--- src/lwhd_pkg.sv ---
// types, codes and rectangle compare functions shared by the widget table
// no dependencies
package lwhd_pkg;

  localparam int MaxNodesDef  = 32;
  localparam int MaxDamageDef = 16;
  localparam int ResultCap    = 32;

  typedef enum logic [2:0] {
    OP_CLR_NODES = 3'd0,
    OP_ADD_NODE  = 3'd1,
    OP_HIT       = 3'd2,
    OP_CLR_DMG   = 3'd3,
    OP_ADD_DMG   = 3'd4,
    OP_REDRAW    = 3'd5
  } op_t;

  localparam logic [1:0] ST_OK   = 2'd0;
  localparam logic [1:0] ST_NONE = 2'd1;
  localparam logic [1:0] ST_FULL = 2'd2;

  localparam logic [1:0] LAYER_ANIM    = 2'd1;
  localparam logic [1:0] LAYER_OVERLAY = 2'd2;

  typedef enum logic [2:0] {
    S_IDLE,
    S_HIT,
    S_DMG,
    S_EMIT,
    S_FIN
  } state_t;

  typedef struct packed {
    logic signed [15:0] x;
    logic signed [15:0] y;
    logic [14:0]        w;
    logic [14:0]        h;
  } rect_t;

  typedef struct packed {
    rect_t       rect;
    logic [1:0]  layer;
    logic [15:0] tag;
    logic [7:0]  caps;
  } node_t;

  typedef struct packed {
    rect_t      rect;
    logic [1:0] layer;
  } dmg_t;

  typedef struct packed {
    logic       shift;
    logic       clr_hit;
    logic       dmg_chk;
  } cell_ctl_t;

  typedef struct packed {
    logic [2:0]         operation;
    logic signed [15:0] pos_x;
    logic signed [15:0] pos_y;
    logic [14:0]        width;
    logic [14:0]        height;
    logic [1:0]         layer;
    logic [15:0]        item_tag;
    logic [7:0]         capability_mask;
    logic               check_capability;
    logic [2:0]         capability_index;
  } in_t;

  typedef struct packed {
    logic [1:0]  status;
    logic [4:0]  node_index;
    logic [15:0] found_tag;
    logic [1:0]  found_layer;
    logic        last;
  } out_t;

  function automatic logic signed [17:0] lo18(logic [15:0] v);
    return $signed({{2{v[15]}}, v});
  endfunction

  function automatic logic signed [17:0] hi18(logic [15:0] v, logic [14:0] w);
    return lo18(v) + $signed({3'b000, w});
  endfunction

  function automatic logic span_meet(logic signed [17:0] a0, logic signed [17:0] a1,
                                     logic signed [17:0] b0, logic signed [17:0] b1);
    return (a0 >= b0 && a0 <= b1) || (a1 >= b0 && a1 <= b1) || (a0 <= b0 && a1 >= b1);
  endfunction

  function automatic logic rect_meet(rect_t a, rect_t b);
    return span_meet(lo18(a.x), hi18(a.x, a.w), lo18(b.x), hi18(b.x, b.w)) &&
           span_meet(lo18(a.y), hi18(a.y, a.h), lo18(b.y), hi18(b.y, b.h));
  endfunction

  function automatic logic point_in(rect_t a, logic [15:0] px, logic [15:0] py);
    return lo18(a.x) <= lo18(px) && lo18(px) <= hi18(a.x, a.w) &&
           lo18(a.y) <= lo18(py) && lo18(py) <= hi18(a.y, a.h);
  endfunction

endpackage

--- src/lwhd_dmg_cell.sv ---
// one damage slot of the rotating damage chain
// depends on lwhd_pkg
module lwhd_dmg_cell (
  input  logic           clk,
  input  logic           shift,
  input  logic           load,
  input  lwhd_pkg::dmg_t load_dmg,
  input  lwhd_pkg::dmg_t nbr_dmg,
  output lwhd_pkg::dmg_t dmg_q
);
  import lwhd_pkg::*;

  dmg_t dmg_r;

  always_ff @(posedge clk) begin
    if (load) begin
      dmg_r <= load_dmg;
    end else if (shift) begin
      dmg_r <= nbr_dmg;
    end
  end

  assign dmg_q = dmg_r;

endmodule

--- config.mk ---
export PLATFORM = sky130hd
export DESIGN_NAME = lwhd_dmg_cell
export DESIGN_NICKNAME = d
export VERILOG_FILES = /design/src/lwhd_pkg.sv /design/src/lwhd_dmg_cell.sv
export SDC_FILE = /design/constraint.sdc
export NUM_CORES = 1
export LEC_CHECK = 0
export BUFFER_PORTS_ARGS = -buffer_cell sky130_fd_sc_hd__buf_2
export CAP_MARGIN = 5
export CORE_MARGIN = 1.5
export CORE_UTILIZATION = 41
export CTS_BUF_LIST = sky130_fd_sc_hd__clkbuf_8 sky130_fd_sc_hd__clkbuf_16
export CTS_CLUSTER_DIAMETER = 60
export CTS_CLUSTER_SIZE = 24
export DETAILED_ROUTE_END_ITERATION = 6
export GPL_TIMING_DRIVEN = 0
export HOLD_SLACK_MARGIN = 0.05
export MAX_ROUTING_LAYER = met4
export PLACE_DENSITY = 0.76
export SLEW_MARGIN = 20
export SYNTH_ARGS = -nofsm -noshare
export SYNTH_HDL_FRONTEND = slang
export SYNTH_SLANG_ARGS = --single-unit
--- constraint.sdc ---
create_clock -name clk -period 2.9 [get_ports clk]
set_clock_uncertainty 0.05 [all_clocks]
set_input_delay 0.145 -clock clk [delete_from_list [all_inputs] [get_ports clk]]
set_output_delay 0.145 -clock clk [all_outputs]
set_load 0.01 [all_outputs]
### Word-level counts from Yosys, hierarchy flattened

Cells that the tools add are included.
W data, S select, Z words.

| storage, ports and cells | value |
|---|---|
| input port bits | 131 |
| bits in registers | 64 |
| word-level logic and storage cells | 8 |

| operators by class | value |
|---|---|
| reductions and logical operators | 1 |
| multiplexer cells | 2 |

Operators by type and width:

| kind | count |
|---|---|
| $mux W64 | 2 |
| $reduce_bool A2 Y1 | 1 |

### Longest topological paths before layout

Gate-level depths: netlist of the first run.

| logic depth | value |
|---|---|
| word-level depth | 2 |
| mapped depth | 3 |
| depth with buffers taken out | 1 |

### Worst setup path after synthesis of the first run

OpenSTA, ideal clock, no wires.

| timing path | value |
|---|---|
| path kind | input -> register |
| start | input load |
| end | register dmg_r, in the netlist dmg_q[0], enable pin |
| library setup time | 0.426 ns |
| slack | 0.531 ns |
| data arrival time | 1.894 ns |
| path buffers | 2 |
| required time | 2.424 ns |
| stages | 3 |
| cell sequence | buf_6 -> buf_6 -> or2_1 |

| between the ends | value |
|---|---|
| cells in the longest elaborated chain, start to end | 1 |

Ends and longest elaborated chain:

| what | RTL line | source |
|---|---|---|
| from (decl) | lwhd_dmg_cell.sv:6 | `input logic load,` |
| $reduce_bool A2 Y1 (no source line) | -- |  |
| to (signal assigned) | lwhd_dmg_cell.sv:17 | `dmg_r <= load_dmg;` |
| to (signal assigned) | lwhd_dmg_cell.sv:19 | `dmg_r <= nbr_dmg;` |
| to (decl) | lwhd_dmg_cell.sv:13 | `dmg_t dmg_r;` |

No other way between the ends.
A chain may end at the register's enable or synchronous reset.

### Final worst setup path of the first run

| timing path | value |
|---|---|
| start | input load |
| end | register dmg_r, in the netlist dmg_q[9], enable pin |

Same word-level chain as after synthesis.

==> results.toml, run 1 <==
[setup_path]
worstPathCellList = "buf_6, buf_6, or2_4, buf_12"
cp_num_buf_inv = 3
crit_family = "buffers and inverters"
path_max_fanout = 40
crit_required_ps = 2850
worstSetupStartpointType = "input port"
critPathMaxStageDelay_ps = 370
end_kind = "flip-flop"
cp.arrival_ps = 1170
slowest_stage = "or2_4"
cp_common_cell = "buf_6"
cp.depth = 4
path_class = "in -> reg"

[hold_path]
worstHoldPathType = "in -> reg"
holdPathStages = 2

[cells_and_area]
instances_no_fill = 440
finalNetCount = 472
num_antenna_cells = 0
syn2layout_area_growth_pct = 44.14
largest_register_ffs = 64
drive_above_1_share = 0.8081
fillers = 556
final_util = 0.6130

[power_and_ir_drop]
p_leak_nw = 2.012
peakVddDrop_uv = 245.0
power_mw = 2.263
powerDensity_nw_per_um2 = 540.4

[sta]
rsz0062_at_grt = "false"
fin_crit_sh = 0.4194
min_period_ps = 1216
slew_headroom = 0.7617
maxSlewViolCount = 0
hold_viol_final = 0
setup_viol = 0
fin_setup_tns_ps = 0
tightest_slew_ps = 357.5
fmax_mhz = 822.2
hold_ws_ps = 68.18

[logic_synthesis]
yosys_warnings = 0
syn_area_um2 = 2905
synth_cells = 136
synthesis.nets = 267
synth.distinct_cells = 6
ys_seq_elements = 64
synth_area_per_cell_um2 = 21.36
ys_seq_area_frac = 0.6615

[global_route]
grt-ovfl-total = 0
grt_pass1_wl_mm = 9.128
grt_pass1_vias = 1952
antenna_found_initial = 0
gr-usage-all-layers = 0.1690
grt_max_degree = 41

[drt]
ant_nets = 0
wl_per_cell_um = 14.48
drt_iter0_drc = 33
drc = 0
vias_per_cell = 4.423
vias = 1946
routed_wl_mm = 6.370
first_pass_iters = 4

[floorplan]
die_h_um = 87.18
fp.dieW_um = 87.18
start_util = 0.4253
core_region_area_um2 = 6832
die-area_um2 = 7600
ioPinCount = 195
std_cell_rows = 30

[cts]
postCtsHoldBufs = 0
cts_buffers = 9
cts-htree-levels = 3
post_cts_resized = 0
cts_sinks = 64
clk_pin_slew_worst_paths_ps = 70
cts.path.max_buffers = 2
clock-root-buffer = "clkbuf_8"
cts_tree = "done"
postCtsSetupRepairBufs = 0

[run]
drv_cap = 0

[run_status]
status = "completed"

[place]
gp_routability_congestion = 0.7868
io_buffers = 193
placed_cells = 426
## final timing paths
check                    from                  end  slack (ps)
setup / recovery         load   dmg_q[9]$_DFFE_PP_        1680
hold / removal    nbr_dmg[26]  dmg_q[26]$_DFFE_PP_          70
## synth_stat cells
cell	instances	area (µm²)
or2_1	1	6.260
mux2_4	49	735.7
buf_6	6	67.56
edfxtp_1	64	1922
mux2_2	15	168.9
buf_2	1	5.000
## metrics by stage
| step | worst slack [ps] | instance area (µm²) |
|---|---|---|
| 2_1_floorplan | 530.6 | 2905 |
| 3_3_place_gp | -70.23 | 3991 |
| 3_5_place_dp | 1334 | 4014 |
| 4_1_cts | 1683 | 4188 |
| 5_1_grt | 1628 | 4188 |
| 6_report | 1684 | 4188 |
## report_power, final
| part | leakage, nW | switching [mW] | internal (mW) |
|---|---|---|---|
| clock | 0.0860 | 0.319 | 0.380 |
| sequential | 0.652 | 0.0210 | 1.13 |
| combinational | 1.27 | 0.177 | 0.231 |
## per-layer routing
| layer | global-route usage | share of wire | vias to the layer above |
|---|---|---|---|
| met5 | - | 0 | - |
| met4 | 0.06782 | 0.011 | 0 |
| met3 | 0.04929 | 0.077 | 8 |
| met2 | 0.3178 | 0.56 | 100 |
| met1 | 0.1600 | 0.35 | 898 |
| li1 | - | - | 940 |
## layout by cell type, fill, tap and decap left out
master and n:
mux2_2 15, buf_6 6, or2_4 1, clkinv_1 2
edfxtp_1 64, bufinv_16 1, clkinvlp_4 1, mux2_4 49
clkbuf_8 9, clkinv_2 1, buf_2 194, buf_12 1
## kinds of logic after synthesis
family	count (synthesis)	share of synthesized area
muxes	64	0.3114
DFF	64	0.6615
buffers and inverters	7	0.02498
and+or+nand+nor	1	0.002155
## final cells by class
type	count	area (µm²)	share of cell area
Multi-Input combinational cell	65	913.4	0.2181
Tap cell	96	120.1	0.02868
Clock inverter	5	50.05	0.01195
Sequential cell	64	1922	0.4589
Timing Repair Buffer	194	985.9	0.2354
Clock buffer	9	123.9	0.02958
Buffer	7	72.57	0.01733
Note: power is estimated with default switching activity, not from simulation.
==> run 2, diff against run 1 <==
ABC_AREA = 1   (was default)
PLACE_DENSITY = 0.77   (was 0.76)
clock period = 1.16 ns   (was 2.9 ns; I/O delays follow)
==> run 2 against run 1 <==
  * The run now fails in 4_1_cts
  * Synthesized cell count up 99%
  * Synthesized area shrank 5.2%
==> results.toml, run 2 <==
[logic_synthesis]
synthesis.nets = 402
yosysTopAreaCell = "edfxtp_1"
ys_seq_area_frac = 0.6975
yosysMostFrequentCell = "nand2_1"
syn_area_um2 = 2755
synth_top_area_frac = 0.6975
synth.distinct_cells = 6
ys_async_sr_fraction = 0
synth_edf_count = 64
yosys_warnings = 0
ys_seq_elements = 64
ys.flop_type = "edfxtp_1"
synth_area_per_cell_um2 = 10.17
synth_common_cells = "192 x nand2_1, 64 x edfxtp_1, 7 x buf_2, 6 x buf_6"
synth_cells = 271
yosys-top-cells-area = "edfxtp_1 70%, nand2_1 26%, buf_6 2.5%, buf_2 1.3%, or2_2 0.23%"

[floorplan]
start_util = 0.4290
fp.dieW_um = 84.98
std_cell_rows = 29
die_h_um = 84.98
ioPinCount = 195

[cts]
cts_sinks = 64
clock-root-buffer = "clkbuf_8"
postCtsHoldBufs = 112
post_cts_resized = 0
postCtsSetupRepairBufs = 0
cts.path.max_buffers = 2
cts_buffers = 9
cts-htree-levels = 3

[run_status]
stop_stage = "4_1_cts"
tool.error = "[ERROR RSZ-0060] Max buffer count reached."
status = "stopped before the end"

[place]
post-dp-hpwl_mm = 5.137
place_area_um2 = 3825
gp_routability_congestion = 0.7695
io_buffers = 194
run 2: changes by cell type after synthesis:
cell     previous run  this run
buf_2               1         7
inv_2               0         1
mux2_2             15         0
mux2_4             49         0
nand2_1             0       192
or2_1               1         0
or2_2               0         1
run 2: per-stage QoR:
stage / cells / setup TNS, ps / utilization / setup WS (ps)
after detailed placement: 542 / -24430 / 0.5956 / -384.6
after global placement: 542 / -21580 / 0.5956 / -340.3
after floorplan: 271 / 0 / - / 4.250
run 2: cells by family after synthesis:
kind of cell	synth area share
flip-flops	0.6975
buffers and inverters	0.03860
AND/OR/NAND/NOR	0.2639
==> run 3, diff against run 2 <==
CORE_UTILIZATION = 26   (was 41)
CTS_BUF_LIST = default   (was sky130_fd_sc_hd__clkbuf_8 sky130_fd_sc_hd__clkbuf_16)
CTS_CLUSTER_DIAMETER = default   (was 60)
CTS_CLUSTER_SIZE = default   (was 24)
HOLD_SLACK_MARGIN = default   (was 0.05)
MAX_ROUTING_LAYER = default   (was met4)
PLACE_DENSITY = default   (was 0.77)
PLACE_DENSITY_LB_ADDON = 0.15   (was default)
==> run 3 against run 2 <==
  * Synthesized cell count is the same
  * The flow again stops in 4_1_cts
  * Synthesized area unchanged
==> results.toml, run 3 <==
[place]
post-dp-hpwl_mm = 5.317
place_area_um2 = 3899
io_buffers = 194
gp_routability_congestion = 0.7297
placed_cells = 601
pre_cts_slack_ps = -439.5

[logic_synthesis]
ys.flop_type = "edfxtp_1"
synth_area_per_cell_um2 = 10.17
synth_common_cells = "192 x nand2_1, 64 x edfxtp_1, 7 x buf_2, 6 x buf_6"
yosysMostFrequentCell = "nand2_1"
ys_async_sr_fraction = 0
synth_edf_count = 64
ys_seq_elements = 64
synth_cells = 271
synth_top_area_frac = 0.6975
yosys-top-cells-area = "edfxtp_1 70%, nand2_1 26%, buf_6 2.5%, buf_2 1.3%, or2_2 0.23%"
synth.distinct_cells = 6
ys_seq_area_frac = 0.6975
yosysTopAreaCell = "edfxtp_1"
synthesis.nets = 402
yosys_warnings = 0
syn_area_um2 = 2755

[floorplan]
die_h_um = 105.9
fp.dieW_um = 105.9
start_util = 0.2669
ioPinCount = 195
std_cell_rows = 37

[cts]
cts.path.max_buffers = 2
cts-htree-levels = 3
cts_sinks = 64
postCtsSetupRepairBufs = 0
clock-root-buffer = "clkbuf_8"
post_cts_resized = 0
cts_buffers = 9
postCtsHoldBufs = 124

[run_status]
status = "stopped before the end"
stop_stage = "4_1_cts"
tool.error = "[ERROR RSZ-0060] Max buffer count reached."
[run 3: metrics by stage]
stage | hold slack [ps] | util
detailed placement | 274.5 | 0.3777
global placement | 269.8 | 0.3777
floorplan | 186.6 | -
[run 3: kinds of logic after synthesis]
kind of cell  Yosys count  share of synthesized area
flops                  64                     0.6975
buf+inv                14                    0.03860
simple gates          193                     0.2639
