File: config.mk
export PLATFORM = sky130hd
export DESIGN_NAME = lwhd_node_cell
export DESIGN_NICKNAME = d
export VERILOG_FILES = /design/src/lwhd_pkg.sv /design/src/lwhd_node_cell.sv
export SDC_FILE = /design/constraint.sdc
export NUM_CORES = 1
export LEC_CHECK = 0
export BUFFER_PORTS_ARGS = -buffer_cell sky130_fd_sc_hd__buf_2
export CAP_MARGIN = 10
export CORE_AREA = 2 2 141 143
export DETAILED_ROUTE_END_ITERATION = 8
export DIE_AREA = 0 0 143 145
export PLACE_DENSITY_LB_ADDON = 0.1
export SLEW_MARGIN = 30
export SYNTH_ARGS = -nofsm -noshare
export SYNTH_HDL_FRONTEND = slang
export SYNTH_SLANG_ARGS = --single-unit
File: constraint.sdc
create_clock -name clk -period 5.7 [get_ports clk]
set_clock_uncertainty 0.1 [all_clocks]
set_input_delay 0.57 -clock clk [delete_from_list [all_inputs] [get_ports clk]]
set_output_delay 0.57 -clock clk [all_outputs]
set_load 0.005 [all_outputs]
File: src/lwhd_pkg.sv
// types, codes and rectangle compare functions shared by the widget table
// no dependencies
package lwhd_pkg;

  localparam int MaxNodesDef  = 32;
  localparam int MaxDamageDef = 16;
  localparam int ResultCap    = 32;

  typedef enum logic [2:0] {
    OP_CLR_NODES = 3'd0,
    OP_ADD_NODE  = 3'd1,
    OP_HIT       = 3'd2,
    OP_CLR_DMG   = 3'd3,
    OP_ADD_DMG   = 3'd4,
    OP_REDRAW    = 3'd5
  } op_t;

  localparam logic [1:0] ST_OK   = 2'd0;
  localparam logic [1:0] ST_NONE = 2'd1;
  localparam logic [1:0] ST_FULL = 2'd2;

  localparam logic [1:0] LAYER_ANIM    = 2'd1;
  localparam logic [1:0] LAYER_OVERLAY = 2'd2;

  typedef enum logic [2:0] {
    S_IDLE,
    S_HIT,
    S_DMG,
    S_EMIT,
    S_FIN
  } state_t;

  typedef struct packed {
    logic signed [15:0] x;
    logic signed [15:0] y;
    logic [14:0]        w;
    logic [14:0]        h;
  } rect_t;

  typedef struct packed {
    rect_t       rect;
    logic [1:0]  layer;
    logic [15:0] tag;
    logic [7:0]  caps;
  } node_t;

  typedef struct packed {
    rect_t      rect;
    logic [1:0] layer;
  } dmg_t;

  typedef struct packed {
    logic       shift;
    logic       clr_hit;
    logic       dmg_chk;
  } cell_ctl_t;

  typedef struct packed {
    logic [2:0]         operation;
    logic signed [15:0] pos_x;
    logic signed [15:0] pos_y;
    logic [14:0]        width;
    logic [14:0]        height;
    logic [1:0]         layer;
    logic [15:0]        item_tag;
    logic [7:0]         capability_mask;
    logic               check_capability;
    logic [2:0]         capability_index;
  } in_t;

  typedef struct packed {
    logic [1:0]  status;
    logic [4:0]  node_index;
    logic [15:0] found_tag;
    logic [1:0]  found_layer;
    logic        last;
  } out_t;

  function automatic logic signed [17:0] lo18(logic [15:0] v);
    return $signed({{2{v[15]}}, v});
  endfunction

  function automatic logic signed [17:0] hi18(logic [15:0] v, logic [14:0] w);
    return lo18(v) + $signed({3'b000, w});
  endfunction

  function automatic logic span_meet(logic signed [17:0] a0, logic signed [17:0] a1,
                                     logic signed [17:0] b0, logic signed [17:0] b1);
    return (a0 >= b0 && a0 <= b1) || (a1 >= b0 && a1 <= b1) || (a0 <= b0 && a1 >= b1);
  endfunction

  function automatic logic rect_meet(rect_t a, rect_t b);
    return span_meet(lo18(a.x), hi18(a.x, a.w), lo18(b.x), hi18(b.x, b.w)) &&
           span_meet(lo18(a.y), hi18(a.y, a.h), lo18(b.y), hi18(b.y, b.h));
  endfunction

  function automatic logic point_in(rect_t a, logic [15:0] px, logic [15:0] py);
    return lo18(a.x) <= lo18(px) && lo18(px) <= hi18(a.x, a.w) &&
           lo18(a.y) <= lo18(py) && lo18(py) <= hi18(a.y, a.h);
  endfunction

endpackage

File: src/lwhd_node_cell.sv
// one node slot of the rotating node chain, with its own damage overlap check
// depends on lwhd_pkg
module lwhd_node_cell (
  input  logic              clk,
  input  lwhd_pkg::cell_ctl_t ctl,
  input  logic              load,
  input  lwhd_pkg::node_t   load_node,
  input  lwhd_pkg::node_t   nbr_node,
  input  logic              nbr_hit,
  input  lwhd_pkg::dmg_t    dmg,
  output lwhd_pkg::node_t   node_q,
  output logic              hit_q
);
  import lwhd_pkg::*;

  node_t node_r;
  logic  hit_r;

  always_ff @(posedge clk) begin
    if (load) begin
      node_r <= load_node;
    end else if (ctl.shift) begin
      node_r <= nbr_node;
    end
  end

  // damage of the same layer that meets the rectangle marks the slot
  always_ff @(posedge clk) begin
    if (ctl.clr_hit) begin
      hit_r <= 1'b0;
    end else if (ctl.shift) begin
      hit_r <= nbr_hit;
    end else if (ctl.dmg_chk && dmg.layer == node_r.layer && rect_meet(node_r.rect, dmg.rect)) begin
      hit_r <= 1'b1;
    end
  end

  assign node_q = node_r;
  assign hit_q  = hit_r;

endmodule

# Word level (Yosys, flattened, before mapping)
# Cells that the tools add are included.
# totals
word_cells	44
mem_bits_rw	0
out_inout_bits	89
latch_bits	0
ff_bits	89
mem_bits_ro	0
inputBits	246
n_memories	0
# op_classes
multipliers	0
n_reduce_logical	15
n_shift	0
n_mux	4
eq_ne	1
div	0
bitwise	0
addsub	4
n_lt_le_gt_ge	12
# op_table
cell	n
$mux W88	2
$add A16 B16 Y17	4
$ge A17 B16 Y1	2
$ge A17 B17 Y1	2
$le A16 B17 Y1	2
$le A17 B17 Y1	2
$ge A16 B16 Y1	2
$le A16 B16 Y1	2
$logic_and A1 B1 Y1	9
$logic_or A1 B1 Y1	4
$reduce_bool A2 Y1	2
$eq A2 B2 Y1	1
$mux W1	2

# Longest topological paths before layout
# logic_depth
word_depth	9
ltp_mapped	22
mapped_depth_nobuf	22

# Least setup slack after synthesis
# OpenSTA, ideal clock, no wires.
# synth_timing
path_kind	input to register
startpoint	input dmg[18] in the netlist's numbering
endpoint	register hit_r, in the netlist hit_q
arrival_time_ns	4.653
stages	22
required_ns	5.530
slack_ns	0.877
cell_sequence	ha_1 > a211oi_1 > nor4_1 > or3_1 > a21oi_1 > nor2b_1 > o21ai_0 > nand2b_1 > a21o_1 > a21oi_1 > xnor2_1 > ha_1 > nand3_1 > nor4_1 > nor3_1 > maj3_1 > maj3_1 > o21ai_0 > a31o_2 > o211a_1 > a41oi_2 > a21oi_1
# synth_via
elab_chain_len	8
word_cells_on_any_way	12
classes_between	add/sub (1); order compare (3); reduce/logical (8)
# synth_rtl
element	line	source
start: declaration	lwhd_node_cell.sv:10	input lwhd_pkg::dmg_t dmg,
$add A16 B16 Y17 *	lwhd_pkg.sv:84	return lo18(v) + $signed({3'b000, w});
$le A16 B17 Y1 / $le A17 B17 Y1 (equally long branches)	lwhd_pkg.sv:89	return (a0 >= b0 && a0 <= b1) || (a1 >= b0 && a1 <= b1) || (a0 <= b0 && a1 >= b1);
$logic_and A1 B1 Y1	lwhd_pkg.sv:89	
$logic_or A1 B1 Y1	lwhd_pkg.sv:89	
$logic_or A1 B1 Y1 *	lwhd_pkg.sv:89	
$logic_and A1 B1 Y1 *	lwhd_pkg.sv:93	return span_meet(lo18(a.x), hi18(a.x, a.w), lo18(b.x), hi18(b.x, b.w)) &&
$logic_and A1 B1 Y1 *	lwhd_node_cell.sv:33	end else if (ctl.dmg_chk && dmg.layer == node_r.layer && rect_meet(node_r.rect, dmg.rect)) begin
$reduce_bool A2 Y1 (no source line) *	n/a	
end signal: assignment	lwhd_node_cell.sv:32	hit_r <= nbr_hit;
end: declaration	lwhd_node_cell.sv:17	logic hit_r;
# Every way passes the cells marked *; elsewhere a longest branch is shown, timed or not.
# A chain may end at the register's enable or synchronous reset.

# Final worst setup path
# Same ends and word-level chain as after synthesis.

==> run summary <==
Setup repair after global routing left no endpoint under its margin. The maximum fanout along the worst path was 2; the residual DRC count was 0. In this run, the combinational gates consume 53.0% of the power.

The floorplan step defined a die boundary enclosing 0.0207 mm2. In this run the horizontal extent of the chip is 143 um. For this run, the total global-route usage over all layers was measured as 27.5%. The count of clock tree sinks is 89, and the via count of the first global-routing pass is 8,327.

Clock-pin slew was measured on the worst setup and hold paths at 80 ps. The first global-routing pass estimated 44.4 mm of wire. The post-synthesis compound-gate area fraction works out to 17.7%.

The share of total power dissipated in the clock network is 19.2%. For the number of warnings reported in the yosys synthesis log, the log shows 0. The source-to-sink clock delay at the later pin of the worst-skew pair was 360 ps; the number of iterations in the first detailed-routing pass was 5. Aggregate routed wire length: 29.2 mm. By area, the combinational part of the netlist is dominated by adder cells. Global routing consumed, on the met1 layer, 36.8% of the routing resources. The weighted congestion reported at the end of routability-driven placement is 0.942, and the total of cells resized after clock tree synthesis is 0.

The clock passes through at most 2 buffers. Across the run, the number of max-cap violations was 0. Tracing the worst setup path back leads to its startpoint at dmg[18]. The initial cell density of the core is 51.0%.

The launching element type of the critical path was an input pin. The via-per-instance ratio is 5.56. TritonCTS built the clock tree. For this run, global-route usage on met3 was measured as 5.38%.

After layout, the worst path uses 88.7% of the clock period. Portion of netlist area occupied by mux cells: 10.6%. In the layout the commonest cells are sky130_fd_sc_hd__buf_2 (333), sky130_fd_sc_hd__ha_1 (182), sky130_fd_sc_hd__mux2_2 (90), sky130_fd_sc_hd__edfxtp_1 (88), sky130_fd_sc_hd__inv_1 (72).

The first routing iteration left 431 violations. The synthesis-stage register bit count was 89. After floorplanning, the core was sized to cover 0.0192 mm2.

The library cell used most frequently in the layout, excluding fill and tap cells, is sky130_fd_sc_hd__buf_2. The tools report the number of antenna violations at the first check in global routing as 1. Most congested layer reported by global routing: met2.

The routed design could run at a clock period as short as 5050 ps. For the worst setup path, the data required time is 5890 ps. The hold buffer count at CTS was 0. The cell count after synthesis came out at 982.

The initialized floorplan defines 51 standard-cell rows. Synthesis instantiated 66 different standard cells from the library. The endpoint kind of the worst setup timing path was a register. The number of filler instances in the final layout was 1,662; the total CTS buffers was 9.

The tools report the number of hold violations in the final report as 0. The share of synthesized cell area in and, or, nand and nor gates is 11.7%. Net switching is 40.6% of the power. Buffer count from post-CTS setup fixing: 0. The arithmetic-cell share of the synthesized area counting full adders, half adders and majority gates works out to 24.6%. The worst pin sits at a relative slew slack of 51.4%. The proportion of synthesized flip-flops having asynchronous set or reset came out at 0%. Counting flops with a built-in enable in the synthesized netlist gives 88. The cell area after synthesis was 0.00980 mm2; the highest clock rate was 198 MHz.

The portion of the post-synthesis area used by sequential elements came out at 27.2%. Vertical extent of the die: 145 um. Of the cells placed in the final design, the portion with a size suffix greater than 1 is 34.4%. Global routing consumed, on the met2 layer, 46.0% of the routing resources. The library cell used as clock root buffer is sky130_fd_sc_hd__clkbuf_16. The run gives 645 ps as the worst setup margin. The tools report the half-perimeter wire length after detailed placement as 24.6 mm. For the final max-slew violation count, the log shows 0. The internal portion of total power was 1.89 mW; the post-route setup TNS was 0 ps. The total power density per cell area is 264 mW/mm2, and the total net switching power is 1.29 mW. The remaining global-route overflow is 0.

The tools report the net count of the mapped netlist as 1,414. The type of the worst setup path was input pin to register. The flow ran to the end, and the final reports show no timing, DRC or antenna violations. For the final antenna-violating net count, the log shows 0.

The most common flop cell mapped by yosys was sky130_fd_sc_hd__edfxtp_1. Total leakage power: 5.83 nW. The run gives 670 ps as the register-to-register setup slack. Entering global routing, the biggest net connects 57 pins. Pin placement for this block handled 335 I/O pins.

Layout overhead on the synthesized area: 23.2%. OpenSTA, run right after detailed placement, puts the worst setup slack at 324 ps. Class of the tightest hold or removal check: input pin to register. Start point of the worst min-delay path: load_node[36].

The part of the total power dissipated in sequential elements was 27.8%. The setup violation total in the final timing report was 0; the share of the synthesized netlist area taken by xor and xnor gates was 5.08%. The logs give 1,749 for the final-stage net count and 150 uV for the maximum ir drop on the vdd rail.

The H-tree was split into 3 levels. For the pin with the worst max-slew slack, the measured transition is 730 ps. The count of buffers from port buffering is 334, and the detail-routed net length per standard cell is 18.4 um.

A synthesized cell averages 9.98 um2. Data on the critical path arrives at its endpoint at 5250 ps. The launching point of the worst reg2reg path is node_q[76]. Detailed routing inserted a total of 8,830 vias.
cell usage after synthesis, types with 5 or more instances:
master,count,area (um2)
sky130_fd_sc_hd__nand2b_1,12,75.1
sky130_fd_sc_hd__a211o_1,9,78.8
sky130_fd_sc_hd__o21ai_0,40,200
sky130_fd_sc_hd__nor4_1,7,43.8
sky130_fd_sc_hd__ha_1,182,2280
sky130_fd_sc_hd__or4_1,5,37.5
sky130_fd_sc_hd__a211oi_1,13,97.6
sky130_fd_sc_hd__a21oi_1,70,350
sky130_fd_sc_hd__xnor2_1,33,289
sky130_fd_sc_hd__a31oi_1,7,43.8
sky130_fd_sc_hd__nor2b_1,19,119
sky130_fd_sc_hd__clkbuf_1,10,37.5
sky130_fd_sc_hd__nand2_1,30,113
sky130_fd_sc_hd__a21o_1,33,248
sky130_fd_sc_hd__edfxtp_1,88,2640
sky130_fd_sc_hd__maj3_1,5,50.1
sky130_fd_sc_hd__o21bai_1,13,97.6
sky130_fd_sc_hd__inv_1,72,270
sky130_fd_sc_hd__o21a_1,21,158
sky130_fd_sc_hd__mux2_2,90,1010
sky130_fd_sc_hd__xor2_1,22,193
sky130_fd_sc_hd__o211a_1,7,70.1
sky130_fd_sc_hd__nand3_1,18,90.1
sky130_fd_sc_hd__nor2_1,49,184
sky130_fd_sc_hd__o211ai_1,15,113
sky130_fd_sc_hd__nor3_1,13,65.1
sky130_fd_sc_hd__nand4_1,24,150
sky130_fd_sc_hd__and3_1,8,50.1
power by group through the flow:
stage               Combinational (mW)  Sequential, mW  Clock, mW
finish                            1.69           0.886      0.613
global route                      1.90           0.893      0.646
CTS                               1.68           0.885      0.622
detailed placement                1.66           0.899          0
global placement                  1.63           0.899          0
floorplan                         1.17           0.875          0
critical path, cell delays in order:
cell,delay (ps)
sky130_fd_sc_hd__buf_2,110
sky130_fd_sc_hd__ha_1,290
sky130_fd_sc_hd__a211oi_1,310
sky130_fd_sc_hd__nor4_1,130
sky130_fd_sc_hd__or3_1,430
sky130_fd_sc_hd__a21oi_1,260
sky130_fd_sc_hd__nor2b_1,70
sky130_fd_sc_hd__o21ai_0,150
sky130_fd_sc_hd__nand2b_1,110
sky130_fd_sc_hd__a21o_1,180
sky130_fd_sc_hd__a21oi_1,170
sky130_fd_sc_hd__xnor2_1,110
sky130_fd_sc_hd__ha_1,300
sky130_fd_sc_hd__nand3_1,130
sky130_fd_sc_hd__nor4_1,370
sky130_fd_sc_hd__nor3_1,110
sky130_fd_sc_hd__maj3_1,360
sky130_fd_sc_hd__maj3_1,350
sky130_fd_sc_hd__o21ai_0,110
sky130_fd_sc_hd__a31o_2,200
sky130_fd_sc_hd__o211a_1,170
sky130_fd_sc_hd__a41oi_2,120
sky130_fd_sc_hd__a21oi_1,120
stage by stage:
step / utilization [%] / hold slack (ps) / instance area (um2) / power [mW] / cells
6_report: 62.9 / 410 / 12100 / 3.19 / 1589
5_1_grt: 62.9 / 405 / 12100 / 3.44 / 1588
4_1_cts: 62.9 / 405 / 12100 / 3.18 / 1587
3_5_place_dp: 61.3 / 679 / 11800 / 2.56 / 1571
3_3_place_gp: 61.3 / 694 / 11800 / 2.53 / 1571
2_1_floorplan: - / 593 / 9800 / 2.05 / 982
cell type report:
type | count | area [um2] | area share, %
Multi-Input combinational cell | 809 | 6830 | 56.5
Antenna cell | 2 | 5.00 | 0.0414
Clock inverter | 7 | 68.8 | 0.570
Clock buffer | 9 | 225 | 1.86
Sequential cell | 89 | 2660 | 22.0
Inverter | 72 | 270 | 2.24
Timing Repair Buffer | 336 | 1690 | 14.0
Tap cell | 265 | 332 | 2.74
cell families after synthesis:
| family | Yosys count |
|---|---|
| XOR/XNOR | 56 |
| buffers and inverters | 84 |
| multiplexers | 92 |
| adder cells (fa/ha/maj) | 191 |
| AO/OA/AOI/OAI | 259 |
| flip-flops | 89 |
| AND/OR/NAND/NOR | 211 |
state kept, by name, summed over array words and instances (netlist names):
signal / flops
node_q: 88
hit_q: 1
per-layer routing:
| metal | wire length (um) | vias to the layer above |
|---|---|---|
| met1 | 12900 | 4029 |
| met5 | 0 | - |
| met3 | 2070 | 32 |
| met2 | 13700 | 318 |
| met4 | 536 | 0 |
| li1 | - | 4451 |
final timing paths:
check,endpoint,cells after the start
max,hit_q,23
min,node_q[36],2
max reg2reg,hit_q,20
min reg2reg,hit_q,4
Note: power is estimated with default switching activity, not from simulation.
